==> config.mk <==
export PLATFORM = sky130hd
export DESIGN_NAME = pat_entry_table
export DESIGN_NICKNAME = d
export VERILOG_FILES = /design/src/rtl/pet_pkg.sv /design/src/rtl/pet_ram.sv /design/src/rtl/pet_ctrl.sv /design/src/rtl/pet_dp.sv /design/src/rtl/pat_entry_table.sv
export SDC_FILE = /design/constraint.sdc
export NUM_CORES = 1
export LEC_CHECK = 0
export ABC_AREA = 1
export BUFFER_PORTS_ARGS = -buffer_cell sky130_fd_sc_hd__buf_2
export CAP_MARGIN = 5
export CORE_MARGIN = 1
export CORE_UTILIZATION = 25
export DETAILED_ROUTE_END_ITERATION = 12
export GPL_TIMING_DRIVEN = 1
export PLACE_DENSITY = 0.48
export SYNTH_ARGS = -nofsm -noshare
export SYNTH_HDL_FRONTEND = slang
export SYNTH_SLANG_ARGS = --single-unit
==> constraint.sdc <==
create_clock -name i_clk -period 5.3 [get_ports i_clk]
set_clock_uncertainty 0.15 [all_clocks]
set_input_delay 1.06 -clock i_clk [delete_from_list [all_inputs] [get_ports i_clk]]
set_output_delay 1.06 -clock i_clk [all_outputs]
set_load 0.05 [all_outputs]
==> src/rtl/pet_pkg.sv <==
package pet_pkg;

    // Default number of table slots
    localparam int TABLE_DEPTH = 16;

    // Field widths
    localparam int OP_W     = 2;
    localparam int TID_W    = 8;
    localparam int PID_W    = 13;
    localparam int PROG_W   = 16;
    localparam int NSEC_W   = 8;
    localparam int STATUS_W = 3;
    localparam int COUNT_W  = 5;

    // Packed beat widths, rounded up to whole bytes
    localparam int IN_W  = 48;
    localparam int OUT_W = 56;

    // Operation codes
    localparam logic [OP_W-1:0] OP_PAT    = 2'd0;
    localparam logic [OP_W-1:0] OP_PMT    = 2'd1;
    localparam logic [OP_W-1:0] OP_LOOKUP = 2'd2;

    // Result status codes
    localparam logic [STATUS_W-1:0] ST_STORED      = 3'd0;
    localparam logic [STATUS_W-1:0] ST_NIT         = 3'd1;
    localparam logic [STATUS_W-1:0] ST_WRONG_TABLE = 3'd2;
    localparam logic [STATUS_W-1:0] ST_FULL        = 3'd3;
    localparam logic [STATUS_W-1:0] ST_FOUND       = 3'd4;
    localparam logic [STATUS_W-1:0] ST_NOT_FOUND   = 3'd5;

    // NIT handling
    localparam logic [PID_W-1:0]  NIT_PID        = 13'h0010;
    localparam logic [NSEC_W-1:0] NIT_KEEP_BELOW = 8'd8;

    // Commands from the controller to the datapath
    typedef struct packed {
        logic load_in;
        logic scan_clear;
        logic scan_step;
        logic commit;
        logic load_out;
    } t_dp_cmd;

    // Status from the datapath to the controller
    typedef struct packed {
        logic needs_scan;
        logic scan_last;
        logic out_busy;
    } t_dp_sts;

endpackage

==> src/rtl/pet_ram.sv <==
module pet_ram #(
    parameter int WIDTH = 29,
    parameter int DEPTH = 16
) (
    input  logic                     i_clk,
    input  logic                     i_we,
    input  logic [$clog2(DEPTH)-1:0] i_waddr,
    input  logic [WIDTH-1:0]         i_wdata,
    input  logic [$clog2(DEPTH)-1:0] i_raddr,
    output logic [WIDTH-1:0]         o_rdata
);

    logic [WIDTH-1:0] r_mem [DEPTH];
    logic [WIDTH-1:0] r_rdata;

    // One write port and one registered read port.
    always_ff @(posedge i_clk) begin
        if (i_we) begin
            r_mem[i_waddr] <= i_wdata;
        end
        r_rdata <= r_mem[i_raddr];
    end

    assign o_rdata = r_rdata;

endmodule

==> src/rtl/pet_ctrl.sv <==
module pet_ctrl (
    input  logic             i_clk,
    input  logic             i_rst_n,
    input  logic             i_s_tvalid,
    output logic             o_s_tready,
    input  pet_pkg::t_dp_sts i_sts,
    output pet_pkg::t_dp_cmd o_cmd
);

    typedef enum logic [5:0] {
        S_IDLE   = 6'b000001,
        S_CHECK  = 6'b000010,
        S_SCAN   = 6'b000100,
        S_DRAIN  = 6'b001000,
        S_COMMIT = 6'b010000,
        S_DONE   = 6'b100000
    } t_state;

    t_state r_state;
    t_state n_state;

    assign o_s_tready = (r_state == S_IDLE);

    // Next state and commands for the datapath.
    always_comb begin
        n_state = r_state;
        o_cmd   = '0;
        case (r_state)
            S_IDLE: begin
                if (i_s_tvalid) begin
                    o_cmd.load_in = 1'b1;
                    n_state       = S_CHECK;
                end
            end
            S_CHECK: begin
                o_cmd.scan_clear = 1'b1;
                n_state          = i_sts.needs_scan ? S_SCAN : S_COMMIT;
            end
            S_SCAN: begin
                o_cmd.scan_step = 1'b1;
                if (i_sts.scan_last) begin
                    n_state = S_DRAIN;
                end
            end
            S_DRAIN: begin
                // The read of the last slot is compared in this cycle.
                n_state = S_COMMIT;
            end
            S_COMMIT: begin
                o_cmd.commit = 1'b1;
                n_state      = S_DONE;
            end
            S_DONE: begin
                if (!i_sts.out_busy) begin
                    o_cmd.load_out = 1'b1;
                    n_state        = S_IDLE;
                end
            end
            default: begin
                n_state = S_IDLE;
            end
        endcase
    end

    // State register.
    always_ff @(posedge i_clk) begin
        if (!i_rst_n) begin
            r_state <= S_IDLE;
        end else begin
            r_state <= n_state;
        end
    end

endmodule

==> src/rtl/pet_dp.sv <==
module pet_dp #(
    parameter int TABLE_DEPTH = pet_pkg::TABLE_DEPTH
) (
    input  logic                      i_clk,
    input  logic                      i_rst_n,
    input  logic [pet_pkg::IN_W-1:0]  i_s_tdata,
    output logic                      o_m_tvalid,
    input  logic                      i_m_tready,
    output logic [pet_pkg::OUT_W-1:0] o_m_tdata,
    input  pet_pkg::t_dp_cmd          i_cmd,
    output pet_pkg::t_dp_sts          o_sts
);

    localparam int AW    = $clog2(TABLE_DEPTH);
    localparam int CW    = $clog2(TABLE_DEPTH + 1);
    localparam int RAM_W = pet_pkg::PID_W + pet_pkg::PROG_W;

    // Captured input item
    logic [pet_pkg::OP_W-1:0]   r_op;
    logic [pet_pkg::TID_W-1:0]  r_tid;
    logic [pet_pkg::PID_W-1:0]  r_key;
    logic [pet_pkg::PROG_W-1:0] r_prog;
    logic [pet_pkg::NSEC_W-1:0] r_nsec;

    // Per-slot flags and running counts
    logic [TABLE_DEPTH-1:0] r_valid;
    logic [TABLE_DEPTH-1:0] n_valid;
    logic [TABLE_DEPTH-1:0] r_pend;
    logic [TABLE_DEPTH-1:0] n_pend;
    logic [CW-1:0]          r_cnt;
    logic [CW-1:0]          n_cnt;
    logic [CW-1:0]          r_pcnt;
    logic [CW-1:0]          n_pcnt;

    // Default program
    logic                       r_best_v;
    logic                       n_best_v;
    logic [pet_pkg::PROG_W-1:0] r_best_prog;
    logic [pet_pkg::PROG_W-1:0] n_best_prog;
    logic [pet_pkg::PID_W-1:0]  r_best_pid;
    logic [pet_pkg::PID_W-1:0]  n_best_pid;

    // Scan state
    logic [AW-1:0]              r_scan_addr;
    logic [AW-1:0]              r_rd_addr;
    logic                       r_rd_vld;
    logic                       r_hit;
    logic [AW-1:0]              r_hit_slot;
    logic [pet_pkg::PROG_W-1:0] r_hit_prog;
    logic                       r_free;
    logic [AW-1:0]              r_free_slot;

    // Result and output register
    logic [pet_pkg::STATUS_W-1:0] r_res_status;
    logic [pet_pkg::STATUS_W-1:0] n_res_status;
    logic [pet_pkg::PROG_W-1:0]   r_res_found;
    logic [pet_pkg::PROG_W-1:0]   n_res_found;
    logic                         r_out_valid;
    logic [pet_pkg::OUT_W-1:0]    r_out_data;

    logic                       w_nit;
    logic [AW-1:0]              w_slot;
    logic                       w_ram_we;
    logic [RAM_W-1:0]           w_rdata;
    logic [pet_pkg::PID_W-1:0]  w_rd_pid;
    logic [pet_pkg::PROG_W-1:0] w_rd_prog;

    // Slot memory: PID in the upper bits, program number in the lower.
    pet_ram #(
        .WIDTH (RAM_W),
        .DEPTH (TABLE_DEPTH)
    ) u_ram (
        .i_clk   (i_clk),
        .i_we    (w_ram_we),
        .i_waddr (w_slot),
        .i_wdata ({r_key, r_prog}),
        .i_raddr (r_scan_addr),
        .o_rdata (w_rdata)
    );

    assign w_rd_pid  = w_rdata[RAM_W-1:pet_pkg::PROG_W];
    assign w_rd_prog = w_rdata[pet_pkg::PROG_W-1:0];

    assign w_nit  = (r_key == pet_pkg::NIT_PID) && (r_nsec >= pet_pkg::NIT_KEEP_BELOW);
    assign w_slot = r_hit ? r_hit_slot : r_free_slot;

    // Status towards the controller.
    always_comb begin
        o_sts.needs_scan = (r_op == pet_pkg::OP_PMT) || (r_op == pet_pkg::OP_LOOKUP) ||
                           ((r_op == pet_pkg::OP_PAT) && (r_tid == '0) && !w_nit);
        o_sts.scan_last  = (r_scan_addr == AW'(TABLE_DEPTH - 1));
        o_sts.out_busy   = r_out_valid && !i_m_tready;
    end

    // Capture of the input beat.
    always_ff @(posedge i_clk) begin
        if (i_cmd.load_in) begin
            r_op   <= i_s_tdata[1:0];
            r_tid  <= i_s_tdata[9:2];
            r_key  <= i_s_tdata[22:10];
            r_prog <= i_s_tdata[38:23];
            r_nsec <= i_s_tdata[46:39];
        end
    end

    // Scan through the slots: the compare follows in the cycle after the address goes out.
    always_ff @(posedge i_clk) begin
        if (!i_rst_n) begin
            r_rd_vld <= 1'b0;
            r_hit    <= 1'b0;
            r_free   <= 1'b0;
        end else begin
            r_rd_vld <= i_cmd.scan_step;
            if (i_cmd.scan_clear) begin
                r_hit  <= 1'b0;
                r_free <= 1'b0;
            end else if (r_rd_vld) begin
                if (r_valid[r_rd_addr] && (w_rd_pid == r_key) && !r_hit) begin
                    r_hit <= 1'b1;
                end
                if (!r_valid[r_rd_addr] && !r_free) begin
                    r_free <= 1'b1;
                end
            end
        end
    end

    always_ff @(posedge i_clk) begin
        r_rd_addr <= r_scan_addr;
        if (i_cmd.scan_clear) begin
            r_scan_addr <= '0;
        end else if (i_cmd.scan_step) begin
            r_scan_addr <= r_scan_addr + AW'(1);
        end
        if (r_rd_vld && !i_cmd.scan_clear) begin
            if (r_valid[r_rd_addr] && (w_rd_pid == r_key) && !r_hit) begin
                r_hit_slot <= r_rd_addr;
                r_hit_prog <= w_rd_prog;
            end
            if (!r_valid[r_rd_addr] && !r_free) begin
                r_free_slot <= r_rd_addr;
            end
        end
    end

    // Update of the table and the result at commit, after the scan if the item needs one.
    always_comb begin
        n_valid      = r_valid;
        n_pend       = r_pend;
        n_cnt        = r_cnt;
        n_pcnt       = r_pcnt;
        n_best_v     = r_best_v;
        n_best_prog  = r_best_prog;
        n_best_pid   = r_best_pid;
        n_res_status = pet_pkg::ST_NOT_FOUND;
        n_res_found  = '0;
        w_ram_we     = 1'b0;
        case (r_op)
            pet_pkg::OP_PAT: begin
                if (r_tid != '0) begin
                    n_res_status = pet_pkg::ST_WRONG_TABLE;
                end else if (w_nit) begin
                    n_res_status = pet_pkg::ST_NIT;
                end else if (!r_hit && !r_free) begin
                    n_res_status = pet_pkg::ST_FULL;
                end else begin
                    n_res_status   = pet_pkg::ST_STORED;
                    w_ram_we       = i_cmd.commit;
                    n_valid[w_slot] = 1'b1;
                    n_pend[w_slot]  = 1'b1;
                    if (!r_hit) begin
                        n_cnt = r_cnt + CW'(1);
                    end
                    if (!(r_hit && r_pend[w_slot])) begin
                        n_pcnt = r_pcnt + CW'(1);
                    end
                    // A tie keeps the earlier default.
                    if (!r_best_v || (r_prog < r_best_prog)) begin
                        n_best_v    = 1'b1;
                        n_best_prog = r_prog;
                        n_best_pid  = r_key;
                    end
                end
            end
            pet_pkg::OP_PMT: begin
                if (r_hit) begin
                    n_res_status    = pet_pkg::ST_FOUND;
                    n_pend[w_slot]  = 1'b0;
                    if (r_pend[w_slot]) begin
                        n_pcnt = r_pcnt - CW'(1);
                    end
                end
            end
            pet_pkg::OP_LOOKUP: begin
                if (r_hit) begin
                    n_res_status = pet_pkg::ST_FOUND;
                    n_res_found  = r_hit_prog;
                end
            end
            default: begin
                n_res_status = pet_pkg::ST_NOT_FOUND;
            end
        endcase
    end

    always_ff @(posedge i_clk) begin
        if (!i_rst_n) begin
            r_valid     <= '0;
            r_pend      <= '0;
            r_cnt       <= '0;
            r_pcnt      <= '0;
            r_best_v    <= 1'b0;
            r_best_prog <= '0;
            r_best_pid  <= '0;
        end else if (i_cmd.commit) begin
            r_valid     <= n_valid;
            r_pend      <= n_pend;
            r_cnt       <= n_cnt;
            r_pcnt      <= n_pcnt;
            r_best_v    <= n_best_v;
            r_best_prog <= n_best_prog;
            r_best_pid  <= n_best_pid;
        end
    end

    always_ff @(posedge i_clk) begin
        if (i_cmd.commit) begin
            r_res_status <= n_res_status;
            r_res_found  <= n_res_found;
        end
    end

    // Output register: holds the result beat until it is taken.
    always_ff @(posedge i_clk) begin
        if (!i_rst_n) begin
            r_out_valid <= 1'b0;
        end else if (i_cmd.load_out) begin
            r_out_valid <= 1'b1;
        end else if (i_m_tready) begin
            r_out_valid <= 1'b0;
        end
    end

    always_ff @(posedge i_clk) begin
        if (i_cmd.load_out) begin
            r_out_data <= {1'b0, pet_pkg::COUNT_W'(r_cnt), (r_pcnt != '0), r_best_v,
                           r_best_pid, r_best_prog, r_res_found, r_res_status};
        end
    end

    assign o_m_tvalid = r_out_valid;
    assign o_m_tdata  = r_out_data;

endmodule

==> src/rtl/pat_entry_table.sv <==
// Channel   Direction  Ports                          Beat
// s         in         i_s_tvalid o_s_tready i_s_tdata  one PAT entry, PMT arrival or lookup
// m         out        o_m_tvalid i_m_tready o_m_tdata  one result per input beat
//
// One item at a time. An item that searches the table (PAT entry with table id 0
// that is not a skipped NIT entry, PMT arrival, lookup) reads every slot in turn
// between acceptance and its result: the slot memory is read once per cycle by one port.
// Other items skip the scan. A stalled result stays in the output register, and the
// next item is taken only once it has been loaded. Reset is synchronous and empties
// the table at once; there is no clearing pass.
module pat_entry_table #(
    parameter int TABLE_DEPTH = pet_pkg::TABLE_DEPTH
) (
    input  logic                      i_clk,
    input  logic                      i_rst_n,
    // operation[1:0], table_id[9:2], pid[22:10], program_number[38:23],
    // entries_in_section[46:39], zero fill
    input  logic [pet_pkg::IN_W-1:0]  i_s_tdata,
    input  logic                      i_s_tvalid,
    output logic                      o_s_tready,
    // status[2:0], found_program[18:3], default_program[34:19], default_pid[47:35],
    // default_valid[48], any_pending[49], stored_count[54:50], zero fill
    output logic [pet_pkg::OUT_W-1:0] o_m_tdata,
    output logic                      o_m_tvalid,
    input  logic                      i_m_tready
);

    pet_pkg::t_dp_cmd w_cmd;
    pet_pkg::t_dp_sts w_sts;

    // Sequencer.
    pet_ctrl u_ctrl (
        .i_clk      (i_clk),
        .i_rst_n    (i_rst_n),
        .i_s_tvalid (i_s_tvalid),
        .o_s_tready (o_s_tready),
        .i_sts      (w_sts),
        .o_cmd      (w_cmd)
    );

    // Table, scan and result datapath.
    pet_dp #(
        .TABLE_DEPTH (TABLE_DEPTH)
    ) u_dp (
        .i_clk      (i_clk),
        .i_rst_n    (i_rst_n),
        .i_s_tdata  (i_s_tdata),
        .o_m_tvalid (o_m_tvalid),
        .i_m_tready (i_m_tready),
        .o_m_tdata  (o_m_tdata),
        .i_cmd      (w_cmd),
        .o_sts      (w_sts)
    );

endmodule

### Word level (Yosys, flattened, before mapping)

Memory sizes are Yosys's and may differ from the RTL's. A register that Yosys moved wholly into a read port is not among the register bits.
Index checks and enable logic that the tools add are counted.

| storage, ports and cells | value |
|---|---|
| bits in read-only memories | 0 |
| logic and storage cells | 148 |
| output and inout port bits | 58 |
| bits in writable memories | 464 |
| input port bits | 52 |
| memories | 1 |
| latch bits | 0 |
| register bits | 235 |

| cells by class | value |
|---|---|
| bitwise logic cells | 9 |
| muxes and demuxes | 44 |
| shift operators | 0 |
| order comparisons | 5 |
| reduce and logical (&&, ||, !) cells | 40 |
| equality and inequality tests | 20 |
| divide/modulo/power cells | 0 |
| multipliers | 0 |
| add/subtract/negate cells | 4 |

Memories:

| memory | words | width | rd ports | clocked after Yosys merged registers in | write ports | line | source |
|---|---|---|---|---|---|---|---|
| u_dp.u_ram.r_mem | 16 | 29 | 1 | 1 | 1 | pet_ram.sv:13 | `logic [WIDTH-1:0] r_mem [DEPTH];` |

Operators by type and width:

| cell | count |
|---|---|
| $mux W16 | 4 |
| $pmux W6 S6 | 1 |
| $mux W5 | 7 |
| $or A16 B16 Y16 | 2 |
| $pmux W16 S2 | 1 |
| $mux W1 | 19 |
| $mux W6 | 3 |
| $reduce_and A6 Y1 | 3 |
| $and A16 B16 Y16 | 1 |
| $lt A16 B16 Y1 | 1 |
| $not A16 Y16 | 1 |
| $ne A2 B2 Y1 const B | 7 |
| $eq A13 B13 Y1 | 1 |
| $eq A13 B5 Y1 const B | 1 |
| $logic_and A1 B1 Y1 | 11 |
| $add A5 B1 Y5 const B | 2 |
| $lt A4 B5 Y1 const B | 2 |
| $pmux W5 S2 | 1 |
| $reduce_and A2 Y1 | 5 |
| $bmux W1 S4 | 2 |
| $ge A8 B4 Y1 const B | 1 |
| $logic_not A8 Y1 | 1 |
| $reduce_and A8 Y1 | 1 |
| $reduce_bool A8 Y1 | 1 |
| 27 further kinds | 43 |

### Logic depth before layout (Yosys ltp)

Gate-level depths: netlist of run 1.

| depth | value |
|---|---|
| depth in word-level cells | 10 |
| gate-level depth with buffers | 16 |
| gate-level depth less buffers | 15 |

### By module

Synthesis of run 1 repeated with hierarchy kept, for this count alone.

| second synthesis, totals | value |
|---|---|
| cell total of the unflattened synthesis | 2877 |
| area total of the unflattened synthesis | 30138.9 um2 |

By module, submodules not included:

| module | cells an instance | times used | seq. area each (um2) | area each (um2) |
|---|---|---|---|---|
| pet_ram | 1924 | 1 | 14513.9 | 20602.3 |
| pet_dp | 894 | 1 | 5945.7 | 9158.8 |
| pet_ctrl | 59 | 1 | 120.1 | 377.9 |

### Least setup slack after synthesis of run 1

OpenSTA, ideal clock, no wires.

| path | value |
|---|---|
| path kind | reg-to-reg |
| start point | register u_ctrl.r_state[2] |
| end point | register u_dp.r_key[0] (netlist bit) (enable) |
| arrival time | 4315 ps |
| library setup time | 446 ps |
| stages on the path, launching flop included | 6 |
| slack | 390 ps |
| path buffers | 0 |
| path through | dfxtp_1 -> nor2_2 -> inv_1 -> nor4_1 -> inv_1 -> nor2_1 |

RTL lines:

| element | line | source |
|---|---|---|
| start: declaration | pet_ctrl.sv:19 | `t_state r_state;` |
| start signal: assignment | pet_ctrl.sv:70 | `r_state <= n_state;` |
| end signal: assignment | pet_dp.sv:100 | `r_key <= i_s_tdata[22:10];` |
| end: declaration | pet_dp.sv:21 | `logic [pet_pkg::PID_W-1:0] r_key;` |

### Worst setup path in the final report of run 1

| path | value |
|---|---|
| start point | register u_dp.r_key[2] (netlist bit) |
| end point | register u_dp.r_best_prog[6] (netlist bit) |

| on the way | value |
|---|---|
| longest elaborated chain between the ends | 4 |

Ends and longest elaborated chain:

| element | line | source |
|---|---|---|
| $eq A13 B5 Y1 | pet_dp.sv:84 | `assign w_nit = (r_key == pet_pkg::NIT_PID) && (r_nsec >= pet_pkg::NIT_KEEP_BELOW);` |
| $logic_and A1 B1 Y1 | pet_dp.sv:84 |  |
| $not A1 Y1 (no line) | - |  |
| $reduce_and A6 Y1 (no line) | - |  |
| end signal: assignment | pet_dp.sv:221 | `r_best_prog <= n_best_prog;` |
| end: declaration | pet_dp.sv:38 | `logic [pet_pkg::PROG_W-1:0] r_best_prog;` |

No other way between the ends.
A chain may end at the register's enable or synchronous reset.

==> run_results.csv, run 1 <==
group,metric,value,unit
floorplanning,io_pins,110,
layout,final_area,32800,um^2
routing,postRouteWirelength,73700,um
worst_setup_path,end_kind,"flop",
outcome,status,"finished, final reports clean",
sta,maxSlewHeadroom,0.303,
hold_path,hold_depth,0,
floorplanning,dieArea,113000,um^2
yosys,async_flop_share,0,
sta,period_needed,3480,ps
floorplanning,floorplan.initialDensity,0.252,
clock_network,cts_buffers,78,
yosys,synth_top_area_frac,0.652,
worst_setup_path,crit_path_start_kind,"flop",
hold_path,min_from,"u_dp.r_scan_addr[3]",
yosys,ys_seq_area_frac,0.737,
pwr,p_leak,10.9,nW
sta,worst_pin_slew,1040,ps
floorplanning,die_y,336,um
sta,slew_viol_final,0,
yosys,netlist_top_cells_area,"edfxtp_1 65%, dfxtp_1 8.5%, nor2_1 5.2%",
clock_network,postCtsSetupBuffers,0,
clock_network,cts.htree.levels,3,
placement,dp_slack,1850,ps
floorplanning,num_rows,122,
yosys,synth_edf_count,606,
clock_network,clock_sinks,725,
hold_path,holdCritPathClass,"flop to flop",
sta,max_freq,0.287,GHz
yosys,synth_top_area_cell,"edfxtp_1",
yosys,synth_ff_type,"edfxtp_1",
routing,num_vias,17200,
floorplanning,die_x,336,um
sta,hold_violations,0,
routing,drt-pass1-iter-count,5,
placement,io_buffers,104,
worst_setup_path,reg2regPathDepth,10,
routing,drt_iter0_drc,1431,
placement,dpl-instance-area,30300,um^2
clock_network,cts.path.max_buffers,3,
routing,wl_per_cell,19.4,um
sta,whs,246,ps
floorplanning,design.core.area,111000,um^2
global_route,antenna_found_initial,8,
yosys,ys_warn_count,0,
routing,vias_per_cell,4.51,
layout,area_growth,17.5,%
clock_network,ctsHoldBuffers,0,
sta,period_share,0.657,
layout,final_nets,2331,
layout,final_util,0.296,
clock_network,cts_tree,"built",
sta,rsz0062_at_grt,"false",
clock_network,insertion_delay,630,ps
routing,drc_errors,0,
worst_setup_path,path_class,"flop to flop",
global_route,grt_overflow,0,
worst_setup_path,crit_fanout,29,
sta,setup_viol,0,
pwr,p_per_area,417,nW/um^2
worst_setup_path,crit_arrival,3890,ps
layout,layout-drive-gt1-share,0.137,
flow_run,cap_violations,0,
yosys,synthesis.area,27900,um^2
yosys,synth_nets,2214,
worst_setup_path,regToRegStartpoint,"u_dp.r_key[2]",
yosys,synth_common_cells,"606 x edfxtp_1, 383 x nor2_1, 166 x o21ai_0, 156 x nand2_1, 119 x dfxtp_1",
global_route,grt_use_total,0.129,
worst_setup_path,worstPathRequired,5710,ps
placement,gp_congestion,0.799,
pwr,ir_worst_vdd,0.000308,V
worst_setup_path,r2r_slack,1820,ps
global_route,grt_pass1_vias,17000,
yosys,ys_ff_latch,725,
worst_setup_path,r2r_end,"u_dp.r_best_prog[6]",
sta,setup_tns,0,ps
global_route,grt_pass1_wl,109000,um
yosys,synth_cells,2136,
clock_network,root_buffer,"clkbuf_16",
placement,place_hpwl,42300,um
yosys,yosysMostFrequentCell,"edfxtp_1",
hold_path,holdPathEnd,"u_dp.r_rd_addr[3]",
routing,ant_nets,0,
sta,fin_ws,1820,ps
clock_network,clk_pin_slew,50,ps
yosys,yosysUniqueCellTypes,49,
global_route,grt_start_max_net_pins,178,
clock_network,postCtsResizedCells,0,
yosys,syn_area_per_cell,13.1,um^2
-- area by class of cell --
cell class / count / area (um^2)
Multi-Input combinational cell: 1173 / 6460
Sequential cell: 725 / 20600
Timing Repair Buffer: 148 / 888
Tap cell: 1488 / 1860
Fill cell: 11100 / 77900
Clock buffer: 113 / 2200
Antenna cell: 1 / 2.50
Inverter: 127 / 485
Clock inverter: 29 / 299
-- state kept, by name, indices dropped and copies added (netlist names), 2 cells and up, named ones only --
| name | count |
|---|---|
| u_dp.u_ram.o_rdata | 29 |
| u_dp.r_hit_prog | 16 |
| u_dp.r_op | 2 |
| u_dp.r_nsec | 5 |
| u_dp.r_res_status | 3 |
| u_dp.r_cnt | 5 |
| u_dp.r_best_pid | 13 |
| u_dp.r_free_slot | 4 |
| u_dp.o_m_tdata | 55 |
| u_dp.r_rd_addr | 4 |
| u_dp.u_ram.r_mem | 464 |
| u_dp.r_hit_slot | 4 |
| u_dp.r_scan_addr | 4 |
| u_ctrl.r_state | 6 |
| u_dp.r_key | 13 |
| u_dp.r_prog | 16 |
| u_dp.r_tid | 8 |
| u_dp.r_best_prog | 16 |
| u_dp.r_valid | 16 |
| u_dp.r_res_found | 16 |
| u_dp.r_pcnt | 5 |
-- critical path, stage by stage, from the launching register on --
cell	delay, ps
edfxtp_1	920
inv_1	180
nand4_1	140
nor2_1	50
nand3_1	210
nand2_1	110
inv_2	90
nand3_4	290
inv_1	900
a21oi_1	170
nor2_1	140
-- how the worst max path moves through the flow --
stage                           start             endpoint  slack, ps  depth (start not counted)
detailed placement      u_dp.r_key[2]  u_dp.r_best_prog[5]       1850                         10
floorplan           u_ctrl.r_state[2]        u_dp.r_key[0]        390                          5
global placement        u_dp.r_key[4]  u_dp.r_best_prog[7]       1950                          7
finish                  u_dp.r_key[2]  u_dp.r_best_prog[6]       1820                         10
global route            u_dp.r_key[2]  u_dp.r_best_prog[3]       1650                         10
CTS                     u_dp.r_key[2]  u_dp.r_best_prog[5]       1850                         10
-- per-stage QoR --
stage | cells | total power [mW]
finish | 3804 | 13.7
global route | 3803 | 14.2
CTS | 3803 | 13.8
detailed placement | 3661 | 8.45
global placement | 3661 | 8.39
floorplan | 2136 | 7.85
-- power by group --
group | internal, mW | leakage, nW | switching [mW] | total [mW]
Clock | 3.13 | 1.21 | 2.21 | 5.34
Sequential | 6.39 | 6.49 | 0.247 | 6.64
Combinational | 0.566 | 3.18 | 1.11 | 1.68
-- per-layer routing --
layer | part of all wire | track usage
met5 | 0.00068 | 0
met2 | 0.47 | 0.211
met3 | 0.053 | 0.0191
met1 | 0.45 | 0.174
met4 | 0.024 | 0.0421
-- placed cells by master, fill, tap and decap left out, types with 48 or more instances in the layout --
master / netlist / final
dfxtp_1: 119 / 116
o32ai_1: 71 / 71
edfxtp_1: 606 / 606
nand3_1: 80 / 80
nor2_1: 383 / 379
nand2_1: 156 / 156
buf_2: 21 / 104
o21ai_0: 166 / 166
clkbuf_16: 0 / 78
a21oi_1: 74 / 74
mux2i_1: 48 / 48
inv_1: 117 / 115
-- logic make-up (layout without fill, tap and decap cells) --
| group | Yosys count | in the layout | share of synthesized area |
|---|---|---|---|
| mux | 48 | 48 | 0.0172 |
| fa+ha+maj | 26 | 26 | 0.0119 |
| xor+xnor | 9 | 9 | 0.00282 |
| flops | 725 | 725 | 0.737 |
| buf+inv | 238 | 417 | 0.0353 |
| other cells | 1 | 2 | 0.000134 |
| compound gates | 402 | 402 | 0.0918 |
| simple gates | 687 | 687 | 0.104 |
Power figures use the tool's default switching activity.
==> inputs of run 2 (changes only) <==
==> constraint.sdc (replaced) <==
create_clock -name i_clk -period 3.61 [get_ports i_clk]
set_clock_uncertainty 0.15 [all_clocks]
set_input_delay 0.722 -clock i_clk [delete_from_list [all_inputs] [get_ports i_clk]]
set_output_delay 0.722 -clock i_clk [all_outputs]
set_load 0.05 [all_outputs]
==> run 2 against run 1 <==
Total power grew 49%. Register-to-register slack got worse by 1100 ps. Via count rose by 0.56%. Sequential power increased by 47%. Critical endpoint is now u_dp.r_best_pid[12]. Final area grew 1.5%.
==> run_results.csv, run 2 (synthesis results as in run 1) <==
group,metric,value,unit
outcome,status,"finished, final reports clean",
layout,area_growth,19.2,%
hold_path,holdPathEnd,"u_dp.r_prog[2]",
placement,place_hpwl,43900,um
sta,maxSlewHeadroom,0.388,
placement,dp_slack,622,ps
hold_path,hold_depth,1,
clock_network,cts.path.max_buffers,3,
routing,postRouteWirelength,74400,um
worst_setup_path,end_kind,"flop",
layout,layout-drive-gt1-share,0.150,
routing,drc_errors,0,
layout,finalNonFillerCells,3827,
hold_path,min_from,"i_s_tdata[25]",
floorplanning,die_x,336,um
pwr,power,20.3,mW
hold_path,holdCritPathClass,"input port to flop",
worst_setup_path,worstPathRequired,3970,ps
layout,mostFrequentLayoutCell,"edfxtp_1",
routing,wl_per_cell,19.4,um
global_route,grt_pass1_vias,16900,
pwr,p_per_area,610,nW/um^2
layout,multi_input_area,6460,um^2
sta,fin_ws,715,ps
worst_setup_path,reg2regPathDepth,10,
sta,setup_viol,0,
sta,period_needed,2900,ps
sta,period_share,0.802,
clock_network,cts_tree,"built",
floorplanning,design.core.area,111000,um^2
layout,layout_common_cells,"606 x edfxtp_1, 379 x nor2_1, 166 x o21ai_0",
worst_setup_path,r2r_slack,710,ps
global_route,grt_use_total,0.131,
clock_network,root_buffer,"clkbuf_16",
routing,ant_nets,0,
layout,max_flop_register,"u_dp.u_ram.r_mem",
placement,dp_cells,3685,
pwr,ir_worst_vdd,0.000359,V
global_route,grt_overflow,0,
layout,final_area,33300,um^2
global_route,antenna_found_initial,11,
routing,num_vias,17300,
routing,vias_per_cell,4.51,
clock_network,insertion_delay,640,ps
layout,largest_register_ffs,464,
sta,hold_violations,0,
global_route,grt_pass1_wl,110000,um
placement,io_buffers,104,
floorplanning,die_y,336,um
clock_network,cts_buffers,77,
layout,fillers,11100,
sta,max_freq,0.345,GHz
floorplanning,floorplan.initialDensity,0.252,
clock_network,postCtsSetupBuffers,0,
routing,drt-pass1-iter-count,6,
global_route,grt_start_max_net_pins,101,
layout,regArea,20600,um^2
floorplanning,dieArea,113000,um^2
clock_network,cts.htree.levels,3,
sta,rsz0062_at_grt,"false",
sta,whs,117,ps
clock_network,clock_sinks,725,
floorplanning,num_rows,122,
clock_network,ctsHoldBuffers,0,
layout,antenna_cells,0,
sta,slew_viol_final,0,
floorplanning,io_pins,110,
sta,worst_pin_slew,915,ps
worst_setup_path,crit_path_start_kind,"flop",
clock_network,postCtsResizedCells,0,
worst_setup_path,r2r_end,"u_dp.r_best_pid[12]",
pwr,p_leak,11.1,nW
worst_setup_path,path_class,"flop to flop",
clock_network,clk_pin_slew,60,ps
routing,drt_iter0_drc,1171,
flow_run,cap_violations,0,
worst_setup_path,crit_fanout,25,
sta,setup_tns,0,ps
placement,gp_congestion,0.767,
placement,dpl-instance-area,30700,um^2
worst_setup_path,crit_arrival,3250,ps
layout,final_nets,2354,
layout,final_util,0.301,
worst_setup_path,regToRegStartpoint,"u_dp.r_op[0]",
-- run 2: cell type report --
type | instances | area share
Sequential cell | 725 | 0.619
Clock inverter | 44 | 0.0144
Inverter | 127 | 0.0146
Multi-Input combinational cell | 1173 | 0.194
Tap cell | 1488 | 0.0559
Clock buffer | 98 | 0.0630
Timing Repair Buffer | 172 | 0.0392
-- run 2: report_power, final --
group / internal, mW / total, mW / switching, mW / leakage [nW]
logic: 0.871 / 2.52 / 1.65 / 3.36
registers: 9.38 / 9.75 / 0.369 / 6.49
clock network: 4.77 / 8.02 / 3.25 / 1.27
-- run 2: critical path, cell delays in order (launching register included) --
cell,delay [ps]
edfxtp_1,420
inv_1,130
ha_1,300
inv_1,130
nor2_2,170
nand3_1,80
a31oi_1,590
nand2_1,330
buf_12,250
o21ai_0,180
nor2_1,50
-- run 2: per-layer routing --
metal | up-vias | wire, um | GRT usage
li1 | 8066 | - | -
met5 | - | 81 | 0
met1 | 8684 | 35000 | 0.184
met2 | 407 | 34100 | 0.207
met4 | 12 | 1260 | 0.0332
met3 | 94 | 3950 | 0.0219
-- run 2: how the worst max path moves through the flow --
| stage | endpoint | from | slack, ps | cells past startpoint |
|---|---|---|---|---|
| finish | u_dp.r_best_pid[12] | u_dp.r_op[0] | 710 | 10 |
| global route | u_dp.r_best_prog[5] | u_dp.r_op[0] | 370 | 10 |
| CTS | u_dp.r_best_pid[1] | u_dp.r_op[0] | 630 | 10 |
| detailed placement | u_dp.r_best_pid[1] | u_dp.r_op[0] | 620 | 10 |
| global placement | u_dp.r_best_prog[1] | u_dp.r_op[0] | 720 | 10 |
| floorplan | u_dp.u_ram.r_mem[10][0] | u_dp.r_op[0] | -450 | 9 |
==> inputs of run 3 (changes only) <==
==> constraint.sdc (replaced) <==
create_clock -name i_clk -period 2.9 [get_ports i_clk]
set_clock_uncertainty 0.15 [all_clocks]
set_input_delay 0.58 -clock i_clk [delete_from_list [all_inputs] [get_ports i_clk]]
set_output_delay 0.58 -clock i_clk [all_outputs]
set_load 0.05 [all_outputs]
==> run 3 against run 2 <==
Register-to-register slack worse by 480 ps. Via count increased by 2.5%. Wire length rose by 5.1%. Critical path depth up 1. First-iteration DRC count is 33% higher. Sequential share of layout area is 1.4 points lower. Global-route usage up 0.63 points. Total power increased by 26%. Combinational power rose by 34%.
==> run_results.csv, run 3 (synthesis results as in run 1) <==
group,metric,value,unit
clock_network,cts_tree,"built",
hold_path,holdPathEnd,"u_dp.r_prog[7]",
pwr,power_frac_seq,0.471,
sta,worst_pin_slew,663,ps
sta,maxSlewHeadroom,0.558,
worst_setup_path,path_class,"flop to flop",
worst_setup_path,worstPathRequired,3260,ps
pwr,power,25.5,mW
routing,drt-pass1-iter-count,5,
floorplanning,die_y,336,um
floorplanning,floorplan.initialDensity,0.252,
global_route,grt_pass1_vias,17300,
layout,mostFrequentLayoutCell,"edfxtp_1",
layout,area_growth,22.1,%
global_route,grt_pass1_wl,114000,um
pwr,p_per_area,749,nW/um^2
worst_setup_path,r2r_slack,240,ps
layout,regArea,20600,um^2
hold_path,hold_depth,1,
layout,layout_common_cells,"606 x edfxtp_1, 379 x nor2_1, 166 x o21ai_0",
routing,drt_iter0_drc,1563,
layout,layout-drive-gt1-share,0.158,
sta,max_freq,0.376,GHz
routing,vias_per_cell,4.55,
pwr,p_leak,11.6,nW
flow_run,cap_violations,0,
sta,hold_violations,0,
clock_network,root_buffer,"clkbuf_16",
sta,slew_viol_final,0,
pwr,swShare,0.257,
worst_setup_path,crit_buf_inv,3,
clock_network,clk_pin_slew,60,ps
pwr,switching_power,6.56,mW
layout,fillers,11000,
worst_setup_path,cp_slowest_cell,"fa_1",
placement,gp_congestion,0.762,
layout,largest_register_ffs,464,
routing,wl_per_cell,20.1,um
worst_setup_path,r2r_end,"u_dp.r_pcnt[4]",
sta,rsz0062_at_grt,"false",
pwr,pwr-share-comb,0.132,
floorplanning,io_pins,110,
clock_network,clock_sinks,725,
placement,io_buffers,104,
worst_setup_path,crit_path_start_kind,"flop",
pwr,intPower,19.0,mW
global_route,grt_overflow,0,
worst_setup_path,end_kind,"flop",
clock_network,cts.htree.levels,3,
layout,antenna_cells,0,
hold_path,holdCritPathClass,"input port to flop",
sta,period_needed,2660,ps
sta,setup_viol,0,
floorplanning,dieArea,113000,um^2
layout,final_util,0.308,
clock_network,cts.path.max_buffers,3,
floorplanning,num_rows,122,
worst_setup_path,crit_arrival,3020,ps
floorplanning,design.core.area,111000,um^2
pwr,ir_worst_vdd,0.000391,V
pwr,clkPwrFrac,0.397,
hold_path,min_from,"i_s_tdata[30]",
routing,postRouteWirelength,78200,um
routing,ant_nets,0,
floorplanning,die_x,336,um
worst_setup_path,crit_fanout,7,
global_route,grt_start_max_net_pins,103,
clock_network,insertion_delay,630,ps
routing,num_vias,17700,
global_route,grt_use_total,0.137,
global_route,antenna_found_initial,7,
worst_setup_path,slowest_delay,480,ps
worst_setup_path,crit_family,"adder cells",
sta,period_share,0.918,
clock_network,postCtsSetupBuffers,0,
outcome,status,"finished, final reports clean",
routing,drc_errors,0,
worst_setup_path,reg2regPathDepth,11,
layout,multi_input_area,6530,um^2
layout,max_flop_register,"u_dp.u_ram.r_mem",
clock_network,cts_buffers,76,
placement,place_hpwl,46600,um
layout,final_nets,2418,
worst_setup_path,regToRegStartpoint,"u_dp.r_op[1]",
worst_setup_path,worstPathCellList,"inv_1 -> ha_1 -> clkinv_1 -> fa_1 -> o21ai_0 -> xor2_1 -> inv_1 -> nand4_1 -> nand2_1 -> nand2_1 -> nor2_1",
-- run 3: changes by cell type in the layout (fill, tap and decap cells not counted), sizes merged --
cell	delta
bufinv	+1
buf	+29
clkinvlp	-2
clkbuf	+5
clkinv	-6
dlygate4sd3	+36
inv	-1
-- run 3: stage by stage --
step	instances	setup slack, ps	cell area [um^2]	hold slack, ps	setup TNS [ps]
floorplan	2136	-265	28000	179	-98570
CTS	3889	214	34100	7.04	0
finish	3889	238	34100	41.1	0
global route	3889	64.3	34100	24.5	0
global placement	3714	233	31100	231	0
detailed placement	3714	238	31100	237	0
-- run 3: repair_timing --
action	in CTS	in global routing
endpoints found under the hold margin	36	0
hold buffers	36	0
resized for setup	0	0
-- run 3: metal layers --
layer,up-vias,track usage,part of all wire
met4,2,0.0453,0.023
met1,8866,0.190,0.45
met3,103,0.0214,0.063
met2,530,0.217,0.46
li1,8199,-,-
met5,-,0,0.00017
-- run 3: worst max-delay path by stage --
stage                           start                      end  slack, ps  cells after the start
floorplan                u_dp.r_op[0]  u_dp.u_ram.r_mem[10][0]       -270                      9
global placement       u_dp.r_nsec[5]  u_dp.u_ram.r_mem[1][16]        230                      9
detailed placement     u_dp.r_nsec[5]  u_dp.u_ram.r_mem[1][17]        240                      9
CTS                 u_ctrl.r_state[2]               o_s_tready        210                      4
global route             u_dp.r_op[1]           u_dp.r_pcnt[4]         60                     11
finish                   u_dp.r_op[1]           u_dp.r_pcnt[4]        240                     11
-- run 3: layout make-up --
class                      count  area share
sequential                   725       0.604
multi-input combinational   1173       0.192
clock buffer                 103      0.0627
timing repair buffer         237      0.0590
tap                         1488      0.0546
inverter                     127      0.0142
clock inverter                36      0.0137
-- run 3: power by group through the flow --
| stage | clock, mW | combinational [mW] | sequential (mW) |
|---|---|---|---|
| after floorplan | 0 | 2.29 | 12.1 |
| after global placement | 0 | 3.28 | 12.2 |
| after detailed placement | 0 | 3.35 | 12.2 |
| after CTS | 10.4 | 3.41 | 12.0 |
| after global routing | 10.8 | 3.72 | 12.0 |
| final | 10.1 | 3.38 | 12.0 |
-- run 3: worst register-to-register path, stage by stage, from the launching register on --
cell      delay (ps)
edfxtp_1         420
inv_1            120
ha_1             340
clkinv_1         190
fa_1             480
o21ai_0          320
xor2_1           230
inv_1             60
nand4_1           80
nand2_1           50
nand2_1           50
nor2_1            40
